**src/fpce_pkg.sv**
```systemverilog
`timescale 1ns / 1ps
// fpce_pkg: types, command codes, constants and helper functions shared by the
// flash programmer command engine. No dependencies.
package fpce_pkg;

  localparam logic [7:0] ACK_BYTE  = 8'h06;
  localparam logic [7:0] NAK_BYTE  = 8'h15;
  localparam logic [7:0] FILL_BYTE = 8'hff;
  localparam logic [7:0] ZERO_BYTE = 8'h00;

  localparam logic [7:0] CMD_NOP     = 8'h00;
  localparam logic [7:0] CMD_IFACE   = 8'h01;
  localparam logic [7:0] CMD_CMDMAP  = 8'h02;
  localparam logic [7:0] CMD_PGMNAME = 8'h03;
  localparam logic [7:0] CMD_SERBUF  = 8'h04;
  localparam logic [7:0] CMD_BUSTYPE = 8'h05;
  localparam logic [7:0] CMD_SYNCNOP = 8'h10;
  localparam logic [7:0] CMD_SETBUS  = 8'h12;
  localparam logic [7:0] CMD_SPIOP   = 8'h13;

  localparam logic [7:0] BUS_RESET     = 8'h08;
  localparam logic [7:0] VERSION_RESET = 8'h01;

  localparam int MAP_BYTES   = 4;
  localparam int MAP_ZEROS   = 28;
  localparam int NAME_BYTES  = 16;
  localparam int IDX_W       = 6;
  localparam int QUEUE_DEPTH = 4;
  localparam int QPTR_W      = 2;
  localparam int SHIFT_W     = 24;
  localparam int LEN_EXT_W   = 32;

  typedef enum logic [2:0] {
    CFG_COMMAND_MAP,
    CFG_SUPPORTED_BUS,
    CFG_INTERFACE_VERSION,
    CFG_NAME_LOW,
    CFG_NAME_HIGH
  } cfg_index_t;

  typedef enum logic [2:0] {
    PH_IDLE,
    PH_BUSARG,
    PH_LENGTHS,
    PH_WRITE,
    PH_READ
  } phase_t;

  typedef enum logic [1:0] {
    RK_ONE,
    RK_PAIR,
    RK_QUERY
  } resp_kind_t;

  typedef struct packed {
    logic       opcode;
    logic [7:0] data_byte;
  } in_item_t;

  typedef struct packed {
    logic       host_valid;
    logic [7:0] host_byte;
    logic       spi_valid;
    logic [7:0] spi_byte;
    logic       chip_select;
    logic       protocol_error;
    logic       last;
  } out_item_t;

  typedef struct packed {
    logic       host_valid;
    logic [7:0] host_byte;
    logic       spi_valid;
    logic [7:0] spi_byte;
    logic       chip_select;
    logic       protocol_error;
  } item_body_t;

  typedef struct packed {
    logic [31:0] command_map;
    logic [7:0]  supported_bus;
    logic [7:0]  interface_version;
    logic [63:0] name_low;
    logic [63:0] name_high;
  } cfg_regs_t;

  typedef struct packed {
    resp_kind_t kind;
    logic [7:0] cmd;
    item_body_t first;
    logic       second_spi;
    logic       second_cs;
  } desc_t;

  typedef struct packed {
    logic  valid;
    desc_t desc;
  } q_push_t;

  function automatic item_body_t blank_item(input logic cs);
    item_body_t r;
    r = '0;
    r.chip_select = cs;
    return r;
  endfunction

  function automatic item_body_t err_item(input logic cs);
    item_body_t r;
    r = blank_item(cs);
    r.protocol_error = 1'b1;
    return r;
  endfunction

  function automatic item_body_t host_item(input logic [7:0] b, input logic cs);
    item_body_t r;
    r = blank_item(cs);
    r.host_valid = 1'b1;
    r.host_byte  = b;
    return r;
  endfunction

  function automatic item_body_t spi_item(input logic [7:0] b, input logic cs);
    item_body_t r;
    r = blank_item(cs);
    r.spi_valid = 1'b1;
    r.spi_byte  = b;
    return r;
  endfunction

  // Number of result words for each query command, acknowledge included.
  function automatic logic [IDX_W-1:0] qry_count(input logic [7:0] cmd);
    logic [IDX_W-1:0] n;
    case (cmd)
      CMD_IFACE:   n = IDX_W'(3);
      CMD_CMDMAP:  n = IDX_W'(1 + MAP_BYTES + MAP_ZEROS);
      CMD_PGMNAME: n = IDX_W'(1 + NAME_BYTES);
      CMD_SERBUF:  n = IDX_W'(3);
      CMD_BUSTYPE: n = IDX_W'(2);
      CMD_SYNCNOP: n = IDX_W'(2);
      default:     n = IDX_W'(1);
    endcase
    return n;
  endfunction

endpackage

```
**src/fpce_front.sv**
```systemverilog
`timescale 1ns / 1ps
// fpce_front: accepts input words, tracks the protocol phase and lengths, and
// pushes one response descriptor per word that has results. Uses fpce_pkg.
module fpce_front #(
  parameter int LENGTH_BITS = 24
) (
  input  logic               clk,
  input  logic               rst_n,
  input  logic               in_valid,
  output logic               in_stall,
  input  fpce_pkg::in_item_t in_data,
  input  logic [7:0]         supported_bus,
  input  logic               q_full,
  output fpce_pkg::q_push_t  q_push
);
  import fpce_pkg::*;

  localparam logic [LEN_EXT_W-1:0] LEN_CAP = {LEN_EXT_W{1'b1}} >> (LEN_EXT_W - LENGTH_BITS);
  localparam logic [LENGTH_BITS-1:0] LEN_ONE = LENGTH_BITS'(1);
  localparam logic [2:0] WRITE_LEN_LAST = 3'd2;
  localparam logic [2:0] READ_LEN_LAST  = 3'd5;

  phase_t                 phase_r, phase_nxt;
  logic [2:0]             arg_count_r, arg_count_nxt;
  logic [SHIFT_W-1:0]     shift_r, shift_nxt;
  logic [LENGTH_BITS-1:0] write_left_r, write_left_nxt;
  logic [LENGTH_BITS-1:0] read_left_r, read_left_nxt;
  logic                   pending_r, pending_nxt;
  logic                   select_r, select_nxt;

  logic                   accept;
  logic                   push;
  desc_t                  desc;
  logic [SHIFT_W-1:0]     shift_in;
  logic [LEN_EXT_W-1:0]   shift_ext;
  logic [LENGTH_BITS-1:0] len_clamped;
  logic                   read_nz;
  logic                   read_more;

  assign accept    = in_valid && !q_full;
  assign in_stall  = q_full;
  assign shift_in  = {in_data.data_byte, shift_r[SHIFT_W-1:8]};
  assign shift_ext = LEN_EXT_W'(shift_in);
  assign len_clamped = (shift_ext > LEN_CAP) ? LEN_CAP[LENGTH_BITS-1:0]
                                             : shift_ext[LENGTH_BITS-1:0];
  assign read_nz   = (len_clamped != '0);
  assign read_more = (read_left_r != LEN_ONE);

  always_comb begin
    phase_nxt      = phase_r;
    arg_count_nxt  = arg_count_r;
    shift_nxt      = shift_r;
    write_left_nxt = write_left_r;
    read_left_nxt  = read_left_r;
    pending_nxt    = pending_r;
    select_nxt     = select_r;
    push           = 1'b0;
    desc.kind       = RK_ONE;
    desc.cmd        = ZERO_BYTE;
    desc.first      = blank_item(select_r);
    desc.second_spi = 1'b0;
    desc.second_cs  = 1'b0;
    if (accept) begin
      if (in_data.opcode) begin
        if (!pending_r) begin
          push       = 1'b1;
          desc.first = err_item(select_r);
        end else if (phase_r == PH_WRITE) begin
          pending_nxt    = 1'b0;
          write_left_nxt = write_left_r - LEN_ONE;
          if (write_left_r == LEN_ONE) begin
            push            = 1'b1;
            desc.kind       = RK_PAIR;
            desc.first      = host_item(ACK_BYTE, 1'b1);
            desc.second_spi = (read_left_r != '0);
            desc.second_cs  = (read_left_r != '0);
            pending_nxt     = (read_left_r != '0);
            select_nxt      = (read_left_r != '0);
            phase_nxt       = (read_left_r != '0) ? PH_READ : PH_IDLE;
          end
        end else if (phase_r == PH_READ) begin
          push            = 1'b1;
          desc.kind       = RK_PAIR;
          desc.first      = host_item(in_data.data_byte, 1'b1);
          desc.second_spi = read_more;
          desc.second_cs  = read_more;
          read_left_nxt   = read_left_r - LEN_ONE;
          pending_nxt     = read_more;
          if (!read_more) begin
            phase_nxt  = PH_IDLE;
            select_nxt = 1'b0;
          end
        end else begin
          pending_nxt = 1'b0;
          push        = 1'b1;
          desc.first  = err_item(select_r);
        end
      end else begin
        case (phase_r)
          PH_BUSARG: begin
            phase_nxt  = PH_IDLE;
            push       = 1'b1;
            desc.first = host_item(((in_data.data_byte & ~supported_bus) == ZERO_BYTE) ?
                                   ACK_BYTE : NAK_BYTE, select_r);
          end
          PH_LENGTHS: begin
            shift_nxt     = shift_in;
            arg_count_nxt = arg_count_r + 3'd1;
            if (arg_count_r == WRITE_LEN_LAST) begin
              write_left_nxt = len_clamped;
              shift_nxt      = '0;
            end else if (arg_count_r == READ_LEN_LAST) begin
              read_left_nxt = len_clamped;
              shift_nxt     = '0;
              arg_count_nxt = '0;
              select_nxt    = 1'b1;
              push          = 1'b1;
              if (write_left_r != '0) begin
                phase_nxt  = PH_WRITE;
                desc.first = blank_item(1'b1);
              end else begin
                desc.kind       = RK_PAIR;
                desc.first      = host_item(ACK_BYTE, 1'b1);
                desc.second_spi = read_nz;
                desc.second_cs  = read_nz;
                pending_nxt     = read_nz;
                select_nxt      = read_nz;
                phase_nxt       = read_nz ? PH_READ : PH_IDLE;
              end
            end
          end
          PH_WRITE: begin
            push = 1'b1;
            if (pending_r) begin
              desc.first = err_item(select_r);
            end else begin
              pending_nxt = 1'b1;
              desc.first  = spi_item(in_data.data_byte, select_r);
            end
          end
          PH_READ: begin
            push       = 1'b1;
            desc.first = err_item(select_r);
          end
          default: begin
            phase_nxt = PH_IDLE;
            case (in_data.data_byte)
              CMD_NOP, CMD_IFACE, CMD_CMDMAP, CMD_PGMNAME, CMD_SERBUF, CMD_BUSTYPE,
              CMD_SYNCNOP: begin
                push      = 1'b1;
                desc.kind = RK_QUERY;
                desc.cmd  = in_data.data_byte;
              end
              CMD_SETBUS: begin
                phase_nxt = PH_BUSARG;
              end
              CMD_SPIOP: begin
                phase_nxt     = PH_LENGTHS;
                arg_count_nxt = '0;
                shift_nxt     = '0;
              end
              default: begin
                if (in_data.data_byte > CMD_SPIOP) begin
                  push       = 1'b1;
                  desc.first = err_item(select_r);
                end
              end
            endcase
          end
        endcase
      end
    end
  end

  assign q_push.valid = push;
  assign q_push.desc  = desc;

  always_ff @(posedge clk) begin
    if (!rst_n) begin
      phase_r      <= PH_IDLE;
      arg_count_r  <= '0;
      shift_r      <= '0;
      write_left_r <= '0;
      read_left_r  <= '0;
      pending_r    <= 1'b0;
      select_r     <= 1'b0;
    end else begin
      phase_r      <= phase_nxt;
      arg_count_r  <= arg_count_nxt;
      shift_r      <= shift_nxt;
      write_left_r <= write_left_nxt;
      read_left_r  <= read_left_nxt;
      pending_r    <= pending_nxt;
      select_r     <= select_nxt;
    end
  end

  a_pending_in_transfer: assert property (@(posedge clk) disable iff (!rst_n)
    pending_r |-> (phase_r == PH_WRITE || phase_r == PH_READ))
    else $error("exchange pending outside a transfer phase");

  a_selected_in_transfer: assert property (@(posedge clk) disable iff (!rst_n)
    (phase_r == PH_WRITE || phase_r == PH_READ) |-> select_r)
    else $error("chip deselected during a transfer phase");

  a_read_always_pending: assert property (@(posedge clk) disable iff (!rst_n)
    (phase_r == PH_READ) |-> pending_r)
    else $error("read phase without an exchange in flight");

endmodule

```
**src/fpce_queue.sv**
```systemverilog
`timescale 1ns / 1ps
// fpce_queue: short first-in first-out queue of response descriptors between
// the front and back ends. Uses fpce_pkg.
module fpce_queue (
  input  logic              clk,
  input  logic              rst_n,
  input  fpce_pkg::q_push_t push,
  input  logic              pop,
  output logic              full,
  output logic              empty,
  output fpce_pkg::desc_t   head
);
  import fpce_pkg::*;

  desc_t             entries_r [QUEUE_DEPTH];
  logic [QPTR_W-1:0] wr_ptr_r, wr_ptr_nxt;
  logic [QPTR_W-1:0] rd_ptr_r, rd_ptr_nxt;
  logic [QPTR_W:0]   count_r, count_nxt;

  assign full  = (count_r == (QPTR_W + 1)'(QUEUE_DEPTH));
  assign empty = (count_r == '0);
  assign head  = entries_r[rd_ptr_r];

  always_comb begin
    wr_ptr_nxt = push.valid ? wr_ptr_r + QPTR_W'(1) : wr_ptr_r;
    rd_ptr_nxt = pop ? rd_ptr_r + QPTR_W'(1) : rd_ptr_r;
    count_nxt  = count_r;
    if (push.valid && !pop) begin
      count_nxt = count_r + (QPTR_W + 1)'(1);
    end else if (pop && !push.valid) begin
      count_nxt = count_r - (QPTR_W + 1)'(1);
    end
  end

  always_ff @(posedge clk) begin
    if (push.valid) begin
      entries_r[wr_ptr_r] <= push.desc;
    end
  end

  always_ff @(posedge clk) begin
    if (!rst_n) begin
      wr_ptr_r <= '0;
      rd_ptr_r <= '0;
      count_r  <= '0;
    end else begin
      wr_ptr_r <= wr_ptr_nxt;
      rd_ptr_r <= rd_ptr_nxt;
      count_r  <= count_nxt;
    end
  end

  a_no_push_when_full: assert property (@(posedge clk) disable iff (!rst_n)
    push.valid |-> !full)
    else $error("descriptor pushed into a full queue");

  a_no_pop_when_empty: assert property (@(posedge clk) disable iff (!rst_n)
    pop |-> !empty)
    else $error("descriptor popped from an empty queue");

endmodule

```
**src/fpce_back.sv**
```systemverilog
`timescale 1ns / 1ps
// fpce_back: expands each response descriptor into result words, one per
// cycle while out_stall is low, into a registered output stage. Uses fpce_pkg.
module fpce_back (
  input  logic                clk,
  input  logic                rst_n,
  input  fpce_pkg::cfg_regs_t cfg,
  input  fpce_pkg::desc_t     head,
  input  logic                q_empty,
  output logic                pop,
  output logic                out_valid,
  input  logic                out_stall,
  output fpce_pkg::out_item_t out_data
);
  import fpce_pkg::*;

  logic [IDX_W-1:0] idx_r, idx_nxt;
  logic             ended_r, ended_nxt;
  logic             out_valid_r, out_valid_nxt;
  out_item_t        out_data_r, out_data_nxt;

  logic [IDX_W-1:0] count;
  logic [IDX_W-1:0] sel;
  logic             is_last;
  logic             advance;
  logic [127:0]     name_all;
  logic [7:0]       map_raw;
  logic [7:0]       name_raw;
  logic             name_zero;
  logic [7:0]       qry_byte;
  item_body_t       body;

  assign sel      = idx_r - IDX_W'(1);
  assign name_all = {cfg.name_high, cfg.name_low};
  assign map_raw  = cfg.command_map[{sel[1:0], 3'b000} +: 8];
  assign name_raw = name_all[{sel[3:0], 3'b000} +: 8];
  assign name_zero = (head.kind == RK_QUERY) && (head.cmd == CMD_PGMNAME) &&
                     (idx_r != '0) && (name_raw == ZERO_BYTE);
  assign is_last  = (idx_r == count - IDX_W'(1));
  assign advance  = !q_empty && (!out_valid_r || !out_stall);

  always_comb begin
    case (head.kind)
      RK_ONE:   count = IDX_W'(1);
      RK_PAIR:  count = IDX_W'(2);
      RK_QUERY: count = qry_count(head.cmd);
      default:  count = IDX_W'(1);
    endcase
  end

  always_comb begin
    qry_byte = ZERO_BYTE;
    if (idx_r == '0) begin
      qry_byte = (head.cmd == CMD_SYNCNOP) ? NAK_BYTE : ACK_BYTE;
    end else begin
      case (head.cmd)
        CMD_IFACE:   qry_byte = (idx_r == IDX_W'(1)) ? cfg.interface_version : ZERO_BYTE;
        CMD_CMDMAP:  qry_byte = (sel < IDX_W'(MAP_BYTES)) ? map_raw : ZERO_BYTE;
        CMD_PGMNAME: qry_byte = (ended_r || name_raw == ZERO_BYTE) ? ZERO_BYTE : name_raw;
        CMD_SERBUF:  qry_byte = FILL_BYTE;
        CMD_BUSTYPE: qry_byte = cfg.supported_bus;
        CMD_SYNCNOP: qry_byte = ACK_BYTE;
        default:     qry_byte = ZERO_BYTE;
      endcase
    end
  end

  always_comb begin
    case (head.kind)
      RK_PAIR: begin
        if (idx_r == '0) begin
          body = head.first;
        end else if (head.second_spi) begin
          body = spi_item(ZERO_BYTE, head.second_cs);
        end else begin
          body = blank_item(head.second_cs);
        end
      end
      RK_QUERY: body = host_item(qry_byte, head.first.chip_select);
      default:  body = head.first;
    endcase
  end

  always_comb begin
    idx_nxt       = idx_r;
    ended_nxt     = ended_r;
    out_valid_nxt = out_valid_r;
    out_data_nxt  = out_data_r;
    pop           = 1'b0;
    if (advance) begin
      out_valid_nxt               = 1'b1;
      out_data_nxt.host_valid     = body.host_valid;
      out_data_nxt.host_byte      = body.host_byte;
      out_data_nxt.spi_valid      = body.spi_valid;
      out_data_nxt.spi_byte       = body.spi_byte;
      out_data_nxt.chip_select    = body.chip_select;
      out_data_nxt.protocol_error = body.protocol_error;
      out_data_nxt.last           = is_last;
      if (is_last) begin
        idx_nxt   = '0;
        ended_nxt = 1'b0;
        pop       = 1'b1;
      end else begin
        idx_nxt   = idx_r + IDX_W'(1);
        ended_nxt = ended_r || name_zero;
      end
    end else if (!out_stall) begin
      out_valid_nxt = 1'b0;
    end
  end

  assign out_valid = out_valid_r;
  assign out_data  = out_data_r;

  always_ff @(posedge clk) begin
    out_data_r <= out_data_nxt;
  end

  always_ff @(posedge clk) begin
    if (!rst_n) begin
      idx_r       <= '0;
      ended_r     <= 1'b0;
      out_valid_r <= 1'b0;
    end else begin
      idx_r       <= idx_nxt;
      ended_r     <= ended_nxt;
      out_valid_r <= out_valid_nxt;
    end
  end

endmodule

```
**src/flash_programmer_command_engine_core.sv**
```systemverilog
`timescale 1ns / 1ps
// Programmer protocol engine with an SPI bridge: front end, descriptor queue,
// back end and configuration registers. Uses fpce_pkg and the fpce_* modules.
//
// The engine takes one input word per clock cycle whenever its four-entry
// descriptor queue has room, and the back end delivers one result word per
// cycle through a registered output stage while out_stall is low. The back
// end sets the sustained rate: a query emits its whole answer one word a
// cycle (33 result words for the command map query, 17 for the name query),
// and input is held off only when the queue fills behind such answers. Stub
// commands produce no result word. Configuration registers are writeable in
// any cycle; no clearing pass follows reset.
module flash_programmer_command_engine_core #(
  parameter int LENGTH_BITS = 24
) (
  input  logic                clk,
  input  logic                rst_n,
  input  logic                in_valid,
  output logic                in_stall,
  input  fpce_pkg::in_item_t  in_data,
  output logic                out_valid,
  input  logic                out_stall,
  output fpce_pkg::out_item_t out_data,
  input  logic                cfg_valid,
  output logic                cfg_ready,
  input  logic [2:0]          cfg_index,
  input  logic [63:0]         cfg_data
);
  import fpce_pkg::*;

  cfg_regs_t cfg_r, cfg_nxt;
  q_push_t   q_push;
  logic      q_full;
  logic      q_empty;
  logic      q_pop;
  desc_t     q_head;

  assign cfg_ready = 1'b1;

  always_comb begin
    cfg_nxt = cfg_r;
    if (cfg_valid && cfg_ready) begin
      case (cfg_index)
        CFG_COMMAND_MAP:       cfg_nxt.command_map       = cfg_data[31:0];
        CFG_SUPPORTED_BUS:     cfg_nxt.supported_bus     = cfg_data[7:0];
        CFG_INTERFACE_VERSION: cfg_nxt.interface_version = cfg_data[7:0];
        CFG_NAME_LOW:          cfg_nxt.name_low          = cfg_data;
        CFG_NAME_HIGH:         cfg_nxt.name_high         = cfg_data;
        default:               cfg_nxt = cfg_r;
      endcase
    end
  end

  always_ff @(posedge clk) begin
    if (!rst_n) begin
      cfg_r.command_map       <= '0;
      cfg_r.supported_bus     <= BUS_RESET;
      cfg_r.interface_version <= VERSION_RESET;
      cfg_r.name_low          <= '0;
      cfg_r.name_high         <= '0;
    end else begin
      cfg_r <= cfg_nxt;
    end
  end

  fpce_front #(
    .LENGTH_BITS (LENGTH_BITS)
  ) u_front (
    .clk           (clk),
    .rst_n         (rst_n),
    .in_valid      (in_valid),
    .in_stall      (in_stall),
    .in_data       (in_data),
    .supported_bus (cfg_r.supported_bus),
    .q_full        (q_full),
    .q_push        (q_push)
  );

  fpce_queue u_queue (
    .clk   (clk),
    .rst_n (rst_n),
    .push  (q_push),
    .pop   (q_pop),
    .full  (q_full),
    .empty (q_empty),
    .head  (q_head)
  );

  fpce_back u_back (
    .clk       (clk),
    .rst_n     (rst_n),
    .cfg       (cfg_r),
    .head      (q_head),
    .q_empty   (q_empty),
    .pop       (q_pop),
    .out_valid (out_valid),
    .out_stall (out_stall),
    .out_data  (out_data)
  );

endmodule
```
**config.mk**
```make
export PLATFORM = sky130hd
export DESIGN_NAME = flash_programmer_command_engine_core
export DESIGN_NICKNAME = d
export VERILOG_FILES = /design/src/fpce_pkg.sv /design/src/fpce_front.sv /design/src/fpce_queue.sv /design/src/fpce_back.sv /design/src/flash_programmer_command_engine_core.sv
export SDC_FILE = /design/constraint.sdc
export NUM_CORES = 1
export LEC_CHECK = 0
export ABC_CLOCK_PERIOD_IN_PS = 5110
export BUFFER_PORTS_ARGS = -buffer_cell sky130_fd_sc_hd__clkbuf_2
export CAP_MARGIN = 20
export CORE_AREA = 2 2 196 198
export CTS_BUF_LIST = sky130_fd_sc_hd__clkbuf_4 sky130_fd_sc_hd__clkbuf_8
export DETAILED_ROUTE_END_ITERATION = 8
export DIE_AREA = 0 0 198 200
export GPL_TIMING_DRIVEN = 1
export PLACE_DENSITY = 0.81
export SYNTH_ARGS = -nofsm -noshare
export SYNTH_HDL_FRONTEND = slang
export SYNTH_SLANG_ARGS = --single-unit
export TNS_END_PERCENT = 1
```
**constraint.sdc**
```tcl
create_clock -name clk -period 5.11 [get_ports clk]
set_clock_uncertainty 0.1 [all_clocks]
set_input_delay 0.2555 -clock clk [delete_from_list [all_inputs] [get_ports clk]]
set_output_delay 0.2555 -clock clk [all_outputs]
set_load 0.02 [all_outputs]
```
Word level (Yosys, flattened, before mapping):

Memory sizes are Yosys's and may differ from the RTL's. A register that Yosys moved wholly into a read port is not among the register bits.
Cells that the tools add are included.

* $add $sub $neg: 10
* order comparisons: 3
* eq/ne operators: 44
* shift operators: 2
* muxes and demuxes: 116
* bitwise gates (word level): 4
* reduce and logical (&&, ||, !) cells: 51

Operators with widths (number)
* 2-to-1 mux 24 bit: 16
* indexed part select 128 x 8 -> 8 bit: 1
* 2-to-1 mux 22 bit: 5
* 2-to-1 mux 20 bit: 4
* one-hot mux 20 bit (4 select lines): 1
* nonzero test 24 bit: 3
* 2-to-1 mux 3 bit: 16
* 2-to-1 mux 8 bit: 6
* one-hot mux 24 bit (2 select lines): 1
* one-hot mux 8 bit (6 select lines): 1
* subtractor 24 x 1 -> 24 bit (second input constant): 2
* one-hot mux 20 bit (2 select lines): 1
* 2-to-1 mux 1 bit: 38
* == test 8 x 2 -> 1 bit (second input constant): 4
* == test 8 x 3 -> 1 bit (second input constant): 4
* == test 8 x 5 -> 1 bit (second input constant): 4
* 2-to-1 mux 32 bit: 1
* indexed part select 32 x 6 -> 8 bit: 1
* == test 24 x 1 -> 1 bit (second input constant): 1
* greater-than comparator 24 bit (second input constant): 1
* zero test 8 bit: 3
* inequality test 24 x 1 -> 1 bit (second input constant): 1
* one-hot mux 6 bit (4 select lines): 1
* 2-to-1 mux 11 bit: 2
* other kinds (50): 112

* flip-flop bits (word level): 292
* memory bits (writable): 128
* memories kept: 1

Memory list
* u_queue.entries_r: words 4, width 32, read ports 1, clocked after Yosys merged registers in 1, write ports 1, line fpce_queue.sv:15 `desc_t entries_r [QUEUE_DEPTH];`

Logic depth before layout (Yosys ltp):

* depth in word-level cells: 11
* gate-level depth with buffers: 20
* gate-level depth less buffers: 18

By module:

Synthesis repeated with hierarchy kept, for this count alone.

* cells, all modules: 1832
* area total of the unflattened synthesis: 19738.9 µm²

By module, submodules not included
* flash_programmer_command_engine_core: instances 1, cells each 647, area an instance 6595.1 µm², sequential area each 3523.4 µm²
* fpce_queue: instances 1, cells each 210, area an instance 5103.6 µm², sequential area each 4023.9 µm²
* fpce_front: instances 1, cells each 684, area an instance 4827.1 µm², sequential area each 1441.4 µm²
* fpce_back: instances 1, cells each 291, area an instance 3213.1 µm², sequential area each 790.8 µm²

Worst setup path before layout:

No wires, ideal clock.

* kind: reg2reg
* start point: register (tool-made name)
* end point: register u_queue.count_r[2]
* library setup time: 0.070 ns
* data arrival time: 4.910 ns
* setup slack: 0.030 ns
* stages on the path, launching flop included: 21
* buffers on the path: 3
* path through: dfxtp_1 -> buf_4 -> buf_1 -> mux4_2 -> inv_1 -> ha_1 -> clkbuf_1 -> nand2b_1 -> or4b_1 -> a211o_1 -> a21bo_1 -> a221oi_2 -> o2111ai_2 -> inv_1 -> nand2_1 -> ha_1 -> inv_1 -> fa_1 -> xor2_1 -> or3_1 -> a21oi_1

RTL lines
* end signal: assignment: line fpce_queue.sv:49 `count_r <= count_nxt;`
* end: declaration: line fpce_queue.sv:18 `logic [QPTR_W:0] count_r, count_nxt;`

==> flow_summary.json <==
{
  "slew_viol_final": 0,
  "grt_setup_unrepaired": "false",
  "wl_met1_um": 20200,
  "numClockSinks": 410,
  "cp_max_fo": 13,
  "outcome": "complete, no violations",
  "peakVddDrop_v": 0.000212,
  "multi_input_area_um2": 8310,
  "p_total_mw": 9.02,
  "synth_cells": 1900,
  "io_pins": 105,
  "clock_latency_ns": 0.62,
  "async_flop_share": 0,
  "cts_tree": "done",
  "first_iter_violations": 1692,
  "dr_total_vias": 15700,
  "syn_to_final_growth_pct": 17.2,
  "dieArea_um2": 39600,
  "ys_seq_area_frac": 0.523,
  "synth-warning-count": 0,
  "path_class": "reg -> reg",
  "netlist_area_um2": 18500,
  "met3_length_um": 4170,
  "ant_nets": 0,
  "crit_path_cell_trace": "mux4_2 -> or2_1 -> a211oi_1 -> o21a_1 -> o21ai_0 -> a21o_1 -> ha_1 -> or3_1 -> a221oi_2 -> o2111ai_2 -> inv_1 -> nand2_1 -> ha_1 -> inv_1 -> fa_1 -> xor2_1 -> or3_1 -> a21oi_1",
  "grt_pass1_wl_um": 79700,
  "crit_arrival_ns": 5.25,
  "power.density_nw_per_um2": 416,
  "drc_errors": 0,
  "dpl_cell_area_um2": 19500,
  "met2WireLength_um": 24200,
  "die-width_um": 198,
  "worst_slew_pin_slew_ns": 1.04,
  "gp_congestion": 0.897,
  "synth_area_leaders": "dfxtp_1, edfxtp_1, nand2_1, mux4_2, a21oi_1",
  "critical_path.endpoint_type": "flip-flop",
  "synth.most_common_cell": "nand2_1",
  "layout-drive-gt1-share": 0.167,
  "start_util": 0.494,
  "first_pass_iters": 6,
  "tns_ns": 0,
  "worstSetupStartpointType": "flip-flop",
  "yosysUniqueCellTypes": 66,
  "dp_hpwl_um": 31400,
  "viasPerCell": 5.97,
  "design_area_um2": 21700,
  "cts.path.max_buffers": 3,
  "cp_slowest_cell": "mux4_2",
  "finalCritPeriodShare": 0.941,
  "root_buffer": "clkbuf_8",
  "crit_required_ns": 5.55,
  "wl_um": 50500,
  "max_freq_mhz": 208,
  "crit_buf_inv": 2,
  "hp-class": "in -> reg",
  "grt_pass1_vias": 15000,
  "fin_crit_ns": 4.81,
  "io_buffer_count": 103,
  "setup_viol": 0,
  "synth_top_area_cell": "dfxtp_1",
  "ff_latch_area_um2": 9660,
  "overflow": 0,
  "cts_made_buffers": 67,
  "p_leak_nw": 7.67,
  "synthTopCellsByCount": "nand2_1, dfxtp_1, a21oi_1",
  "grt_use_total": 0.255,
  "slew_headroom": 0.306,
  "h-tree-depth": 3,
  "coreArea_um2": 37400,
  "fillerInstances": 2968,
  "detail_route.wl_per_cell_um": 19.2,
  "chipHeight_um": 200,
  "grt_max_degree": 121,
  "avgSynthCellArea_um2": 9.73,
  "ys_seq_elements": 410,
  "ys.flop_type": "dfxtp_1",
  "antenna_found_initial": 4,
  "cts_setup_buffers": 0,
  "synth-edff-count": 145,
  "max_stage_delay_ns": 0.59,
  "rows": 71,
  "synth_top_area_frac": 0.287,
  "nNetsFinal": 2163,
  "clkTransAtPathRegs_ns": 0.06,
  "cap_violations": 0,
  "cp_top_family": "compound AO/OA/AOI/OAI gates",
  "routed.top_layer": "met5",
  "hold_violations": 0
}
## logic make-up (layout without fill, tap and decap cells)
kind of cell / Yosys count / after routing / share of synthesized area
AOI/OAI and AO/OA: 449 / 449 / 0.148
xor gates and xnor gates: 14 / 14 / 0.00663
buffers and inverters: 158 / 356 / 0.0326
adders and majority gates: 17 / 17 / 0.0119
muxes: 85 / 85 / 0.0969
other: 2 / 20 / 0.000406
DFF: 410 / 410 / 0.523
and+or+nand+nor: 765 / 765 / 0.181
## state kept, by name (all words and copies together) (netlist names), named ones only
name,cells
cfg_r,176
u_back.ended_r,1
u_back.idx_r,6
u_back.out_data,21
u_back.out_valid,1
u_front.arg_count_r,3
u_front.pending_r,1
u_front.phase_r,3
u_front.read_left_r,24
u_front.select_r,1
u_front.shift_r,16
u_front.write_left_r,24
u_queue.count_r,3
u_queue.entries_r,124
u_queue.rd_ptr_r,2
u_queue.wr_ptr_r,2
## layer usage
metal | track usage | up-vias
li1 | - | 7154
met1 | 0.330 | 7521
met2 | 0.424 | 802
met3 | 0.0469 | 192
met4 | 0.110 | 2
met5 | 0 | -
## timing repair
action	CTS	global route
hold buffers	68	0
resized for setup	0	1
setup endpoints to repair	0	2
endpoints found under the hold margin	181	0
## report_power, final
group	leakage (nW)	switching [mW]	internal, mW
logic	3.39	1.32	0.817
clock network	0.748	1.35	1.70
registers	3.53	0.119	3.71
total	7.67	2.79	6.23
## cell type report
class,instances,share of cell area
well taps,511,0.0295
flip-flops and latches,410,0.446
inverters,31,0.00560
multi-input cells,1347,0.383
diodes,3,0.000346
repair buffers,208,0.0699
clock buffers,92,0.0538
clock inverters,25,0.0115
## placed cells by master, fill, tap and decap left out, types with 15 or more instances in the layout
cell	instances
a21boi_0	40
a21oi_1	224
a22oi_1	15
a31oi_1	25
and2_1	32
buf_4	35
clkbuf_2	102
clkbuf_4	16
clkbuf_8	76
conb_1	17
dfxtp_1	263
dlygate4sd3_1	68
edfxtp_1	145
ha_1	15
inv_1	29
mux4_2	75
nand2_1	451
nand3_1	34
nor2_1	112
nor3_1	24
nor4_1	31
o21ai_0	50
## path summary, 6_finish.rpt
check	from	cells past startpoint	slack, ns	endpoint
worst max-delay path	flip-flop	18	0.30	u_queue.count_r[2]
worst min-delay path	in_data[3]	3	0.02	u_front.shift_r[19]
worst max register to register	flip-flop	18	0.30	u_queue.count_r[2]
worst min register to register	cfg_r[76]	2	0.35	cfg_r[76]
## through the flow
stage          setup slack [ns]  utilization  cells  hold WS, ns
3_5_place_dp              0.261        0.522   2437        0.345
6_report                  0.304        0.579   2627       0.0195
4_1_cts                   0.227        0.578   2622      0.00499
5_1_grt                  0.0437        0.579   2627      0.00990
3_3_place_gp              0.426        0.522   2437        0.338
2_1_floorplan            0.0297            -   1915        0.279
## worst register-to-register path, stage by stage, from the launching register on
cell and delay (ns):
dfxtp_4 0.48, mux4_2 0.60, or2_1 0.28, a211oi_1 0.36, o21a_1 0.23, o21ai_0 0.09
a21o_1 0.20, ha_1 0.21, or3_1 0.33, a221oi_2 0.29, o2111ai_2 0.26, inv_1 0.15
nand2_1 0.07, ha_1 0.25, inv_1 0.10, fa_1 0.20, xor2_1 0.08, or3_1 0.31
a21oi_1 0.14
Power figures use the tool's default switching activity.
